File: src/design/ptsm_pkg.sv
// ----------------------------------------------------------------------------
// ptsm_pkg
// Shared widths, register codes, reset values and types of the speed meter.
// ----------------------------------------------------------------------------
`timescale 1ns / 1ps
`default_nettype none

package ptsm_pkg;

    localparam int DIVIDEND_W   = 24;
    localparam int PRESCALE_W   = 16;
    localparam int SPEED_W      = 8;
    localparam int CFG_DATA_W   = 24;
    localparam int CFG_INDEX_W  = 2;
    localparam int TDATA_W      = 8;
    localparam int PERIOD_W_DEF = 16;
    localparam int QUEUE_DEPTH  = 2;

    localparam logic [CFG_INDEX_W-1:0] REG_DIVIDEND        = 2'd0;
    localparam logic [CFG_INDEX_W-1:0] REG_TICK_PRESCALE   = 2'd1;
    localparam logic [CFG_INDEX_W-1:0] REG_REPORT_PRESCALE = 2'd2;
    localparam logic [CFG_INDEX_W-1:0] REG_REPORT_RELOAD   = 2'd3;

    localparam logic [DIVIDEND_W-1:0] DIVIDEND_RST        = 24'd762500;
    localparam logic [PRESCALE_W-1:0] TICK_PRESCALE_RST   = 16'd63;
    localparam logic [PRESCALE_W-1:0] REPORT_PRESCALE_RST = 16'd999;
    localparam logic [PRESCALE_W-1:0] REPORT_RELOAD_RST   = 16'd15999;

    localparam logic [SPEED_W-1:0] SPEED_SAT  = 8'd255;
    localparam logic [SPEED_W-1:0] SPEED_ZERO = 8'd0;

    typedef struct packed {
        logic               busy;
        logic               done;
        logic [SPEED_W-1:0] speed;
    } div_stat_t;

endpackage

`default_nettype wire

File: src/design/ptsm_timer.sv
// ----------------------------------------------------------------------------
// ptsm_timer
// Step-enabled counter that returns to zero once it has reached its limit.
// ----------------------------------------------------------------------------
`timescale 1ns / 1ps
`default_nettype none

module ptsm_timer #(
    parameter int WIDTH = 16
) (
    input  logic             aclk,
    input  logic             aresetn,
    input  logic             step,
    input  logic             clear,
    input  logic [WIDTH-1:0] limit,
    output logic [WIDTH-1:0] count,
    output logic             wrap
);

    logic [WIDTH-1:0] count_reg;
    logic [WIDTH-1:0] count_next;

    // count beyond limit (after a register write) wraps like equality
    assign wrap  = step && (count_reg >= limit);
    assign count = count_reg;

    always_comb begin
        count_next = count_reg;
        if (clear) begin
            count_next = '0;
        end else if (step) begin
            count_next = wrap ? '0 : count_reg + {{(WIDTH-1){1'b0}}, 1'b1};
        end
    end

    always_ff @(posedge aclk) begin
        if (!aresetn) begin
            count_reg <= '0;
        end else begin
            count_reg <= count_next;
        end
    end

endmodule

`default_nettype wire

File: src/design/ptsm_div.sv
// ----------------------------------------------------------------------------
// ptsm_div
// Bit-serial restoring divider: dividend over period, saturated to a byte.
// ----------------------------------------------------------------------------
`timescale 1ns / 1ps
`default_nettype none

module ptsm_div #(
    parameter int PERIOD_WIDTH = ptsm_pkg::PERIOD_W_DEF
) (
    input  logic                            aclk,
    input  logic                            aresetn,
    input  logic                            start,
    input  logic [ptsm_pkg::DIVIDEND_W-1:0] dividend,
    input  logic [PERIOD_WIDTH-1:0]         divisor,
    output ptsm_pkg::div_stat_t             stat
);

    import ptsm_pkg::*;

    localparam int STEP_W = $clog2(DIVIDEND_W);
    localparam logic [STEP_W-1:0] LAST_STEP = STEP_W'(DIVIDEND_W - 1);

    logic                    running_reg, running_next;
    logic                    done_reg, done_next;
    logic [STEP_W-1:0]       step_reg, step_next;
    logic [DIVIDEND_W-1:0]   dvd_reg, dvd_next;
    logic [PERIOD_WIDTH-1:0] dvs_reg, dvs_next;
    logic [PERIOD_WIDTH:0]   rem_reg, rem_next;
    logic [SPEED_W-1:0]      quot_reg, quot_next;
    logic                    ovf_reg, ovf_next;

    logic [PERIOD_WIDTH:0]   rem_shift;
    logic                    fits;

    // one quotient bit per cycle, dividend shifted in MSB first
    assign rem_shift = {rem_reg[PERIOD_WIDTH-1:0], dvd_reg[DIVIDEND_W-1]};
    assign fits      = rem_shift >= {1'b0, dvs_reg};

    always_comb begin
        running_next = running_reg;
        done_next    = 1'b0;
        step_next    = step_reg;
        dvd_next     = dvd_reg;
        dvs_next     = dvs_reg;
        rem_next     = rem_reg;
        quot_next    = quot_reg;
        ovf_next     = ovf_reg;
        if (start) begin
            running_next = 1'b1;
            step_next    = '0;
            dvd_next     = dividend;
            dvs_next     = divisor;
            rem_next     = '0;
            quot_next    = '0;
            ovf_next     = 1'b0;
        end else if (running_reg) begin
            dvd_next  = {dvd_reg[DIVIDEND_W-2:0], 1'b0};
            rem_next  = fits ? rem_shift - {1'b0, dvs_reg} : rem_shift;
            quot_next = {quot_reg[SPEED_W-2:0], fits};
            // any quotient bit above the byte means saturation
            ovf_next  = ovf_reg | quot_reg[SPEED_W-1];
            step_next = step_reg + {{(STEP_W-1){1'b0}}, 1'b1};
            if (step_reg == LAST_STEP) begin
                running_next = 1'b0;
                done_next    = 1'b1;
            end
        end
    end

    always_ff @(posedge aclk) begin
        if (!aresetn) begin
            running_reg <= 1'b0;
            done_reg    <= 1'b0;
            step_reg    <= '0;
        end else begin
            running_reg <= running_next;
            done_reg    <= done_next;
            step_reg    <= step_next;
        end
    end

    always_ff @(posedge aclk) begin
        dvd_reg  <= dvd_next;
        dvs_reg  <= dvs_next;
        rem_reg  <= rem_next;
        quot_reg <= quot_next;
        ovf_reg  <= ovf_next;
    end

    // zero period divides to all ones, so it saturates here as well
    assign stat.busy  = running_reg || done_reg;
    assign stat.done  = done_reg;
    assign stat.speed = (ovf_reg || quot_reg == SPEED_ZERO) ? SPEED_SAT : quot_reg;

endmodule

`default_nettype wire

File: src/design/ptsm_ofifo.sv
// ----------------------------------------------------------------------------
// ptsm_ofifo
// Two-entry result queue between the meter core and the output channel.
// ----------------------------------------------------------------------------
`timescale 1ns / 1ps
`default_nettype none

module ptsm_ofifo (
    input  logic                         aclk,
    input  logic                         aresetn,
    input  logic                         push,
    input  logic [ptsm_pkg::SPEED_W-1:0] push_data,
    input  logic                         pop,
    output logic                         valid,
    output logic [ptsm_pkg::SPEED_W-1:0] data,
    output logic                         has_room
);

    import ptsm_pkg::*;

    localparam int PTR_W = $clog2(QUEUE_DEPTH);
    localparam int CNT_W = $clog2(QUEUE_DEPTH + 1);
    localparam logic [CNT_W-1:0] FULL = CNT_W'(QUEUE_DEPTH);

    logic [SPEED_W-1:0] mem_reg [QUEUE_DEPTH];
    logic [PTR_W-1:0]   wr_ptr_reg, wr_ptr_next;
    logic [PTR_W-1:0]   rd_ptr_reg, rd_ptr_next;
    logic [CNT_W-1:0]   count_reg, count_next;
    logic               do_pop;

    assign valid    = count_reg != '0;
    assign data     = mem_reg[rd_ptr_reg];
    assign has_room = count_reg != FULL;
    assign do_pop   = pop && valid;

    always_comb begin
        wr_ptr_next = push ? wr_ptr_reg + {{(PTR_W-1){1'b0}}, 1'b1} : wr_ptr_reg;
        rd_ptr_next = do_pop ? rd_ptr_reg + {{(PTR_W-1){1'b0}}, 1'b1} : rd_ptr_reg;
        count_next  = count_reg;
        if (push && !do_pop) begin
            count_next = count_reg + {{(CNT_W-1){1'b0}}, 1'b1};
        end else if (do_pop && !push) begin
            count_next = count_reg - {{(CNT_W-1){1'b0}}, 1'b1};
        end
    end

    always_ff @(posedge aclk) begin
        if (!aresetn) begin
            wr_ptr_reg <= '0;
            rd_ptr_reg <= '0;
            count_reg  <= '0;
        end else begin
            wr_ptr_reg <= wr_ptr_next;
            rd_ptr_reg <= rd_ptr_next;
            count_reg  <= count_next;
        end
    end

    always_ff @(posedge aclk) begin
        if (push) begin
            mem_reg[wr_ptr_reg] <= push_data;
        end
    end

endmodule

`default_nettype wire

File: src/design/period_to_speed_meter.sv
// ----------------------------------------------------------------------------
// period_to_speed_meter
// Wheel tachometer: period measurement, serial division, periodic report.
// ----------------------------------------------------------------------------
// Each input beat is one sample of the wheel sensor. Samples are taken one per
// clock while the sensor holds no rising edge; a rising edge starts the
// bit-serial divider (one quotient bit per cycle over the 24-bit dividend),
// and input stalls while it runs and while its done flag is up. Input also
// stalls while the two-entry result queue is full. Timers and counters advance
// per accepted sample, not per clock. Configuration writes take effect at once
// and are meant for idle periods only.
// ----------------------------------------------------------------------------
`timescale 1ns / 1ps
`default_nettype none

module period_to_speed_meter #(
    parameter int PERIOD_WIDTH = ptsm_pkg::PERIOD_W_DEF
) (
    input  logic                             aclk,
    input  logic                             aresetn,
    input  logic                             s_tvalid,
    output logic                             s_tready,
    input  logic [ptsm_pkg::TDATA_W-1:0]     s_tdata,   // [0] sensor_level
    output logic                             m_tvalid,
    input  logic                             m_tready,
    output logic [ptsm_pkg::TDATA_W-1:0]     m_tdata,   // [7:0] speed_byte
    input  logic                             cfg_wr_en,
    input  logic [ptsm_pkg::CFG_INDEX_W-1:0] cfg_index,
    input  logic [ptsm_pkg::CFG_DATA_W-1:0]  cfg_wdata
);

    import ptsm_pkg::*;

    localparam logic [PERIOD_WIDTH-1:0] PERIOD_MAX = {PERIOD_WIDTH{1'b1}};

    logic [DIVIDEND_W-1:0] dividend_reg;
    logic [PRESCALE_W-1:0] tick_prescale_reg;
    logic [PRESCALE_W-1:0] report_prescale_reg;
    logic [PRESCALE_W-1:0] report_reload_reg;

    logic                  prev_level_reg, prev_level_next;
    logic [SPEED_W-1:0]    speed_reg, speed_next;
    logic                  pend_reg, pend_next;

    logic                    accept;
    logic                    level;
    logic                    rising;
    logic                    tick;
    logic                    period_wrap;
    logic [PERIOD_WIDTH-1:0] period_count;
    logic                    report_tick;
    logic                    report_fire;
    div_stat_t               div_stat;
    logic                    push;
    logic [SPEED_W-1:0]      push_data;
    logic                    room;
    logic [SPEED_W-1:0]      out_speed;

    assign s_tready = !div_stat.busy && room;
    assign accept   = s_tvalid && s_tready;
    assign level    = s_tdata[0];
    assign rising   = level && !prev_level_reg;

    // configuration
    always_ff @(posedge aclk) begin
        if (!aresetn) begin
            dividend_reg        <= DIVIDEND_RST;
            tick_prescale_reg   <= TICK_PRESCALE_RST;
            report_prescale_reg <= REPORT_PRESCALE_RST;
            report_reload_reg   <= REPORT_RELOAD_RST;
        end else if (cfg_wr_en) begin
            case (cfg_index)
                REG_DIVIDEND:        dividend_reg        <= cfg_wdata;
                REG_TICK_PRESCALE:   tick_prescale_reg   <= cfg_wdata[PRESCALE_W-1:0];
                REG_REPORT_PRESCALE: report_prescale_reg <= cfg_wdata[PRESCALE_W-1:0];
                REG_REPORT_RELOAD:   report_reload_reg   <= cfg_wdata[PRESCALE_W-1:0];
                default: ;
            endcase
        end
    end

    ptsm_timer #(.WIDTH(PRESCALE_W)) u_tick_div (
        .aclk    (aclk),
        .aresetn (aresetn),
        .step    (accept),
        .clear   (1'b0),
        .limit   (tick_prescale_reg),
        .count   (),
        .wrap    (tick)
    );

    // edge wins over a wrap in the same beat; that beat's tick is lost
    ptsm_timer #(.WIDTH(PERIOD_WIDTH)) u_period (
        .aclk    (aclk),
        .aresetn (aresetn),
        .step    (tick),
        .clear   (accept && rising),
        .limit   (PERIOD_MAX),
        .count   (period_count),
        .wrap    (period_wrap)
    );

    ptsm_timer #(.WIDTH(PRESCALE_W)) u_report_div (
        .aclk    (aclk),
        .aresetn (aresetn),
        .step    (accept),
        .clear   (1'b0),
        .limit   (report_prescale_reg),
        .count   (),
        .wrap    (report_tick)
    );

    ptsm_timer #(.WIDTH(PRESCALE_W)) u_report_cnt (
        .aclk    (aclk),
        .aresetn (aresetn),
        .step    (report_tick),
        .clear   (1'b0),
        .limit   (report_reload_reg),
        .count   (),
        .wrap    (report_fire)
    );

    ptsm_div #(.PERIOD_WIDTH(PERIOD_WIDTH)) u_div (
        .aclk     (aclk),
        .aresetn  (aresetn),
        .start    (accept && rising),
        .dividend (dividend_reg),
        .divisor  (period_count),
        .stat     (div_stat)
    );

    // a report on an edge beat waits for the quotient
    always_comb begin
        prev_level_next = prev_level_reg;
        speed_next      = speed_reg;
        pend_next       = pend_reg;
        push            = 1'b0;
        push_data       = speed_reg;
        if (div_stat.done) begin
            speed_next = div_stat.speed;
            pend_next  = 1'b0;
            push       = pend_reg;
            push_data  = div_stat.speed;
        end else if (accept) begin
            prev_level_next = level;
            if (rising) begin
                pend_next = report_fire;
            end else begin
                if (period_wrap) begin
                    speed_next = SPEED_ZERO;
                end
                push      = report_fire;
                push_data = period_wrap ? SPEED_ZERO : speed_reg;
            end
        end
    end

    always_ff @(posedge aclk) begin
        if (!aresetn) begin
            prev_level_reg <= 1'b1;
            speed_reg      <= SPEED_ZERO;
            pend_reg       <= 1'b0;
        end else begin
            prev_level_reg <= prev_level_next;
            speed_reg      <= speed_next;
            pend_reg       <= pend_next;
        end
    end

    ptsm_ofifo u_ofifo (
        .aclk      (aclk),
        .aresetn   (aresetn),
        .push      (push),
        .push_data (push_data),
        .pop       (m_tready),
        .valid     (m_tvalid),
        .data      (out_speed),
        .has_room  (room)
    );

    assign m_tdata = TDATA_W'(out_speed);

endmodule

`default_nettype wire

File: config.mk
export PLATFORM = sky130hd
export DESIGN_NAME = period_to_speed_meter
export DESIGN_NICKNAME = d
export VERILOG_FILES = /design/src/design/ptsm_pkg.sv /design/src/design/ptsm_timer.sv /design/src/design/ptsm_div.sv /design/src/design/ptsm_ofifo.sv /design/src/design/period_to_speed_meter.sv
export SDC_FILE = /design/constraint.sdc
export NUM_CORES = 1
export LEC_CHECK = 0
export BUFFER_PORTS_ARGS = -buffer_cell sky130_fd_sc_hd__buf_4
export CORE_MARGIN = 2
export CORE_UTILIZATION = 55
export CTS_CLUSTER_DIAMETER = 150
export DETAILED_ROUTE_END_ITERATION = 6
export PLACE_DENSITY_LB_ADDON = 0.1
export SYNTH_ARGS = -nofsm -noshare
export SYNTH_HDL_FRONTEND = slang
export SYNTH_SLANG_ARGS = --single-unit
File: constraint.sdc
create_clock -name aclk -period 7.15 [get_ports aclk]
set_clock_uncertainty 0.1 [all_clocks]
set_input_delay 1.43 -clock aclk [delete_from_list [all_inputs] [get_ports aclk]]
set_output_delay 1.43 -clock aclk [all_outputs]
set_load 0.05 [all_outputs]
==> results of run 1 <==
==> cell families (layout without fill, tap and decap cells) <==
kind of cell / Yosys count / count (layout) / share of synthesized area (%)
AND/OR/NAND/NOR: 558 / 558 / 22.2
flip-flops: 239 / 239 / 46.7
AO/OA/AOI/OAI: 220 / 220 / 13.0
buffers and inverters: 127 / 176 / 4.18
adder cells (fa/ha/maj): 71 / 71 / 7.82
XOR/XNOR: 60 / 60 / 4.59
multiplexers: 16 / 16 / 1.49
==> where the power goes <==
group | leakage (nW) | switching, mW | total, mW | internal [mW]
sequential | 2.02 | 0.0723 | 1.55 | 1.47
clock | 0.436 | 0.544 | 1.38 | 0.839
combinational | 2.76 | 0.377 | 0.642 | 0.265
==> worst max-delay path by stage <==
stage | to | slack [ns] | cells after the start
6_report | u_ofifo.mem_reg[0][1] | 3.49 | 8
4_1_cts | u_ofifo.mem_reg[0][1] | 3.49 | 8
2_1_floorplan | u_div.dvd_reg[0] | 3.67 | 6
5_1_grt | u_ofifo.mem_reg[0][1] | 3.32 | 8
3_5_place_dp | u_ofifo.mem_reg[0][1] | 2.94 | 8
3_3_place_gp | u_ofifo.mem_reg[0][3] | 3.00 | 8
==> cell usage in the layout, fill, tap and decap left out, types with 9 or more instances in the layout <==
| cell type | synthesis | routed |
|---|---|---|
| a21boi_0 | 45 | 45 |
| a21oi_1 | 38 | 38 |
| and3_1 | 11 | 11 |
| buf_4 | 0 | 52 |
| clkbuf_16 | 0 | 27 |
| dfxtp_1 | 183 | 183 |
| edfxtp_1 | 56 | 56 |
| ha_1 | 70 | 70 |
| inv_1 | 75 | 75 |
| nand2_1 | 291 | 291 |
| nand3_1 | 44 | 44 |
| nand4_1 | 19 | 19 |
| nor2_1 | 93 | 93 |
| nor2b_1 | 18 | 18 |
| nor3_1 | 15 | 15 |
| o211ai_1 | 41 | 41 |
| o21ai_0 | 35 | 35 |
| o31ai_1 | 9 | 9 |
| or3_1 | 9 | 9 |
| xnor2_1 | 24 | 24 |
| xor2_1 | 36 | 36 |
==> worst register-to-register path: stages (launching register included) <==
cell and delay, ns:
edfxtp_1 0.35, inv_1 0.05, ha_1 0.37, and4_1 0.28, nand4_1 0.16, a2111oi_1 0.52
nor3_1 0.18, o21ai_2 0.88, o21ai_0 0.20, o21bai_1 0.19
==> area by class of cell <==
| class | instances | area [µm²] |
|---|---|---|
| clock buffers | 35 | 746 |
| well taps | 270 | 338 |
| clock inverters | 13 | 148 |
| fillers | 1762 | 7480 |
| inverters | 76 | 285 |
| flip-flops and latches | 239 | 5350 |
| multi-input cells | 925 | 5630 |
| repair buffers | 52 | 390 |
==> per-layer routing <==
metal	wire (µm)	vias to the layer above	share of wire (%)	global-route usage [%]
met4	603	0	2.5	6.43
met3	815	35	3.4	3.10
li1	-	4507	-	-
met5	0	-	0	0
met1	11600	4141	48	30.0
met2	11100	136	46	37.7
==> per-stage QoR <==
step / utilization, % / power [mW] / hold slack (ns) / std cells
after floorplan: - / 2.06 / 0.326 / 1291
after global placement: 58.9 / 2.21 / 0.341 / 1562
after detailed placement: 58.9 / 2.22 / 0.348 / 1562
after CTS: 63.3 / 3.61 / 0.361 / 1610
after global routing: 63.3 / 3.75 / 0.388 / 1610
final: 63.3 / 3.57 / 0.357 / 1610
==> metrics.md, run 1 <==
| Metric | Value |
|---|---|
| Area grow syn2layout | 12.5% |
| Cts repair resizes | 0 |
| Final TNS setup | 0 ns |
| FFs w/ async S/R, synth | 0% |
| Hold Crit Class | reg2reg |
| Crit path cell chain | buf_4, nor4b_4, buf_4, o21ai_0, a21o_1, buf_4, o31ai_1, nor2b_1 |
| Peak supply drop | 204 µV |
| Post-synthesis cell area | 0.0115 mm² |
| Worst EP required | 7.20 ns |
| Hold Path Sink | u_div.rem_reg[15] |
| CP endpoint kind | flop |
| Routed WL per cell | 15.0 µm |
| GPL Wtd Cong | 0.836 |
| Row Count | 52 |
| Hold path startpoint | u_div.rem_reg[15] |
| Synthesis Warnings | 0 |
| Die W | 148 µm |
| Hold Fails Final Rpt | 0 |
| Ant. Diodes | 0 |
| Synthesized flop and latch total | 239 |
| DR vias/cell | 5.48 |
| CTS Hold Buffers Added | 0 |
| Area of the core | 0.0204 mm² |
| WHS Path Cells | 2 |
| Synth area leader | dfxtp_1 |
| Reg-to-Reg End | u_div.rem_reg[13] |
| RSZ-0062 raised after global routing | no |
| Synth top area cells | dfxtp_1, edfxtp_1, nand2_1 |
| DR iter-0 viols | 620 |
| Placement Setup Slack | 2.94 ns |
| Starting Density | 56.2% |
| Syn nets | 1,401 |
| Post-Route WL | 24.1 mm |
| First-pass GRT wire length | 40.5 mm |
| Crit Path Class | in2reg |
| WP buf/inv | 3 |
| Avg Inst Size Synth | 8.87 µm² |
| Nets@finish | 1,430 |
| Vias | 8,819 |
| Instance area at placement | 0.0120 mm² |
| Largest net degree at the start of global routing | 67 |
| Port Buffers | 41 |
| Leakage power | 5.21 nW |
| Min Clock Period, post-route | 3.66 ns |
| Synth cell types | 67 |
| Final setup margin | 3.49 ns |
| Slowest cell on crit path | nor2b_1 |
| Fin crit share | 51.2% |
| Slew at the pin closest to its max-slew limit | 1.07 ns |
| Die Y | 148 µm |
| Highest fanout seen on the critical path | 23 |
| CTS Buf Count | 26 |
| Clock sinks | 239 |
| Worst-path clk slew | 0.06 ns |
| Dpl hpwl | 16.3 mm |
| R2r worst-path depth | 9 |
| Fmax | 273 MHz |
| Drc violations | 0 |
| Reg2reg start | u_div.dvs_reg[9] |
| Share of cells above drive strength 1 | 8.58% |
| Mapped Cells | 1,291 |
| Crit path from | s_tvalid |
| Die ar. | 0.0220 mm² |
| Final ANT Viol Nets | 0 |
| Initial antenna violation count | 0 |
| Cell family with most CP delay | simple AND/OR/NAND/NOR gates |
| I/O pins | 49 |
| Status | finished, final reports clean |
| Pins Over Slew Limit | 0 |
| CP max stage delay | 0.69 ns |
| Post-synth top area share | 32.0% |
| Insertion delay to the later sink of the worst-skew pair | 0.53 ns |
| CP Launch Type | input port |
| Arr. time, crit path | 3.71 ns |
| Most common cell in the netlist | nand2_1 |
| Max-Cap Viols | 0 |
| Gr ovfl total | 0 |
| CTS H-tree depth | 1 |
| DRT Pass-1 Iters | 5 |
| Sequential-to-total area share from yosys stat | 46.7% |
| Most frequent CP cell | buf_4 |
| Setup Buffers After CTS | 0 |
| Setup violators final | 0 |
| Worst-case clock buffer depth | 3 |
| Max_slew headroom | 28.3% |
| PD cells | 277 mW/mm² |
| R2r setup slk | 3.76 ns |
| Post-synth EDFFs | 56 |
| Tot GR Track Use | 22.3% |
| Commonest cells post-synth | nand2_1, dfxtp_1, nor2_1, inv_1, ha_1 |
| Vias in the first global route | 8,432 |
| CTS tree | yes |
| Main flop type after synthesis | dfxtp_1 |
| CTS Root Cell | clkbuf_16 |
| Cell area after layout | 0.0129 mm² |
Note: power is estimated with default switching activity, not from simulation.
==> inputs of run 2 (changes only) <==
==> constraint.sdc (replaced) <==
create_clock -name aclk -period 3.1 [get_ports aclk]
set_clock_uncertainty 0.1 [all_clocks]
set_input_delay 0.62 -clock aclk [delete_from_list [all_inputs] [get_ports aclk]]
set_output_delay 0.62 -clock aclk [all_outputs]
set_load 0.05 [all_outputs]
==> run 2 against run 1 <==
Global-route usage is 0.17 points higher. Design area is 1.3% higher. Largest cell class unchanged. Critical path type is now reg2reg. Largest power group unchanged. Sequential power is 130% higher. Worst setup slack worse by 3.3 ns. Worst hold slack worse by 0.15 ns. Cell count is 1.2% higher.
==> metrics.md, run 2 (same netlist as run 1, synthesis figures left out) <==
| Metric | Value |
|---|---|
| Dpl hpwl | 16.8 mm |
| Drc violations | 0 |
| Cell internal pwr | 5.96 mW |
| Combinational group share of total power | 19.9% |
| FF+latch area | 0.00535 mm² |
| Area of the core | 0.0204 mm² |
| FILL cells | 1,754 |
| Starting Density | 56.2% |
| DRT Pass-1 Iters | 7 |
| Most frequent CP cell | or4_4 |
| WHS Path Cells | 3 |
| Dpl cells | 1,579 |
| CTS tree | yes |
| DR iter-0 viols | 453 |
| Max-Cap Viols | 0 |
| Peak supply drop | 449 µV |
| Post-Route WL | 24.8 mm |
| Highest fanout seen on the critical path | 8 |
| Fin crit share | 94.9% |
| Hold Crit Class | in2reg |
| Gr ovfl total | 0 |
| Slew at the pin closest to its max-slew limit | 0.854 ns |
| Crit Path Class | reg2reg |
| Tot GR Track Use | 22.4% |
| Arr. time, crit path | 3.30 ns |
| Worst-path clk slew | 0.06 ns |
| Share of cells above drive strength 1 | 10.3% |
| Routed WL per cell | 15.2 µm |
| Clock share of power | 37.0% |
| CTS Buf Count | 26 |
| Worst-case clock buffer depth | 3 |
| CTS Root Cell | clkbuf_16 |
| Die ar. | 0.0220 mm² |
| Initial antenna violation count | 0 |
| Pins Over Slew Limit | 0 |
| Leakage power | 5.31 nW |
| Clock sinks | 239 |
| Switching Power | 2.32 mW |
| Worst EP required | 3.46 ns |
| Commonest non-fill, non-tap cell in the layout | nand2_1 |
| Hold Fails Final Rpt | 0 |
| Area grow syn2layout | 14.0% |
| R2r worst-path depth | 9 |
| Largest net degree at the start of global routing | 51 |
| CP Launch Type | flop |
| Row Count | 52 |
| CTS Hold Buffers Added | 0 |
| Crit path cell chain | inv_1, ha_1, nand2_1, or4_1, o211ai_1, a21oi_4, or4_4, or4_4, a21oi_2 |
| Max_slew headroom | 43.1% |
| Insertion delay to the later sink of the worst-skew pair | 0.53 ns |
| Status | finished, final reports clean |
| Seq pwr share | 43.1% |
| Ant. Diodes | 0 |
| Setup violators final | 0 |
| Die Y | 148 µm |
| Multi-input gate area | 0.00566 mm² |
| Sw Ratio | 28.0% |
| R2r setup slk | 0.16 ns |
| Worst Hold Slack | 0.207 ns |
| Number of non-filler instances in the completed layout | 1,630 |
| Most frequent cells in the layout | nand2_1, dfxtp_1, nor2_1 |
| Final core utilization | 64.1% |
| CP max stage delay | 0.51 ns |
| CTS H-tree depth | 1 |
| GPL Wtd Cong | 0.830 |
| Nets@finish | 1,450 |
| Placement Setup Slack | 0.163 ns |
| Final ANT Viol Nets | 0 |
| Min Clock Period, post-route | 2.94 ns |
| PD cells | 635 mW/mm² |
| CP endpoint kind | flop |
| RSZ-0062 raised after global routing | no |
| Port Buffers | 41 |
| Die W | 148 µm |
| Final TNS setup | 0 ns |
| First-pass GRT wire length | 40.7 mm |
| DR vias/cell | 5.44 |
| I/O pins | 49 |
| Fmax | 340 MHz |
| Slowest cell on crit path | or4_4 |
| Vias | 8,865 |
| Final setup margin | 0.158 ns |
| Vias in the first global route | 8,224 |
[run 2: worst max-delay path: cells and delay by family, from the launching register on]
family / cells / cell delay, ns
adder cells (fa/ha/maj): 1 / 0.29
AND/OR/NAND/NOR: 4 / 1.50
flip-flops: 1 / 0.33
AO/OA/AOI/OAI: 3 / 0.61
buffers and inverters: 1 / 0.05
[run 2: layout make-up]
| cell class | count | area share (%) |
|---|---|---|
| sequential | 239 | 41.0 |
| timing repair buffer | 72 | 4.24 |
| inverter | 76 | 2.19 |
| tap | 270 | 2.59 |
| clock buffer | 42 | 6.39 |
| clock inverter | 6 | 0.278 |
| multi-input combinational | 925 | 43.4 |
[run 2: power by group through the flow]
stage	Sequential [mW]	Clock (mW)	Combinational [mW]
2_1_floorplan	3.58	0	1.24
3_3_place_gp	3.63	0	1.62
3_5_place_dp	3.63	0	1.65
4_1_cts	3.57	3.13	1.66
5_1_grt	3.60	3.27	1.85
6_report	3.57	3.07	1.65
[run 2: final timing paths]
path                             end                    start
min reg2reg  report_prescale_reg[12]  report_prescale_reg[12]
min                 dividend_reg[19]            cfg_wdata[19]
max               u_period.count[15]     tick_prescale_reg[7]
max reg2reg       u_period.count[15]     tick_prescale_reg[7]
[run 2: repair_timing]
item / CTS / global route
resized for setup: 0 / 5
setup buffers: 0 / 3
endpoints found under the setup margin: 0 / 22
[run 2: stage by stage]
step           cell area [µm²]  total power [mW]
3_5_place_dp             12100              5.28
3_3_place_gp             12100              5.25
5_1_grt                  13100              8.72
2_1_floorplan            11500              4.82
6_report                 13100              8.28
4_1_cts                  13000              8.36
[run 2: metal layers]
layer / share of wire (%) / up-vias / wire length (µm) / track usage, %
li1: - / 4555 / - / -
met1: 47 / 4157 / 11700 / 30.5
met2: 47 / 115 / 11800 / 38.3
met3: 2.9 / 38 / 719 / 2.76
met4: 2.3 / 0 / 563 / 5.86
met5: 0 / - / 0 / 0
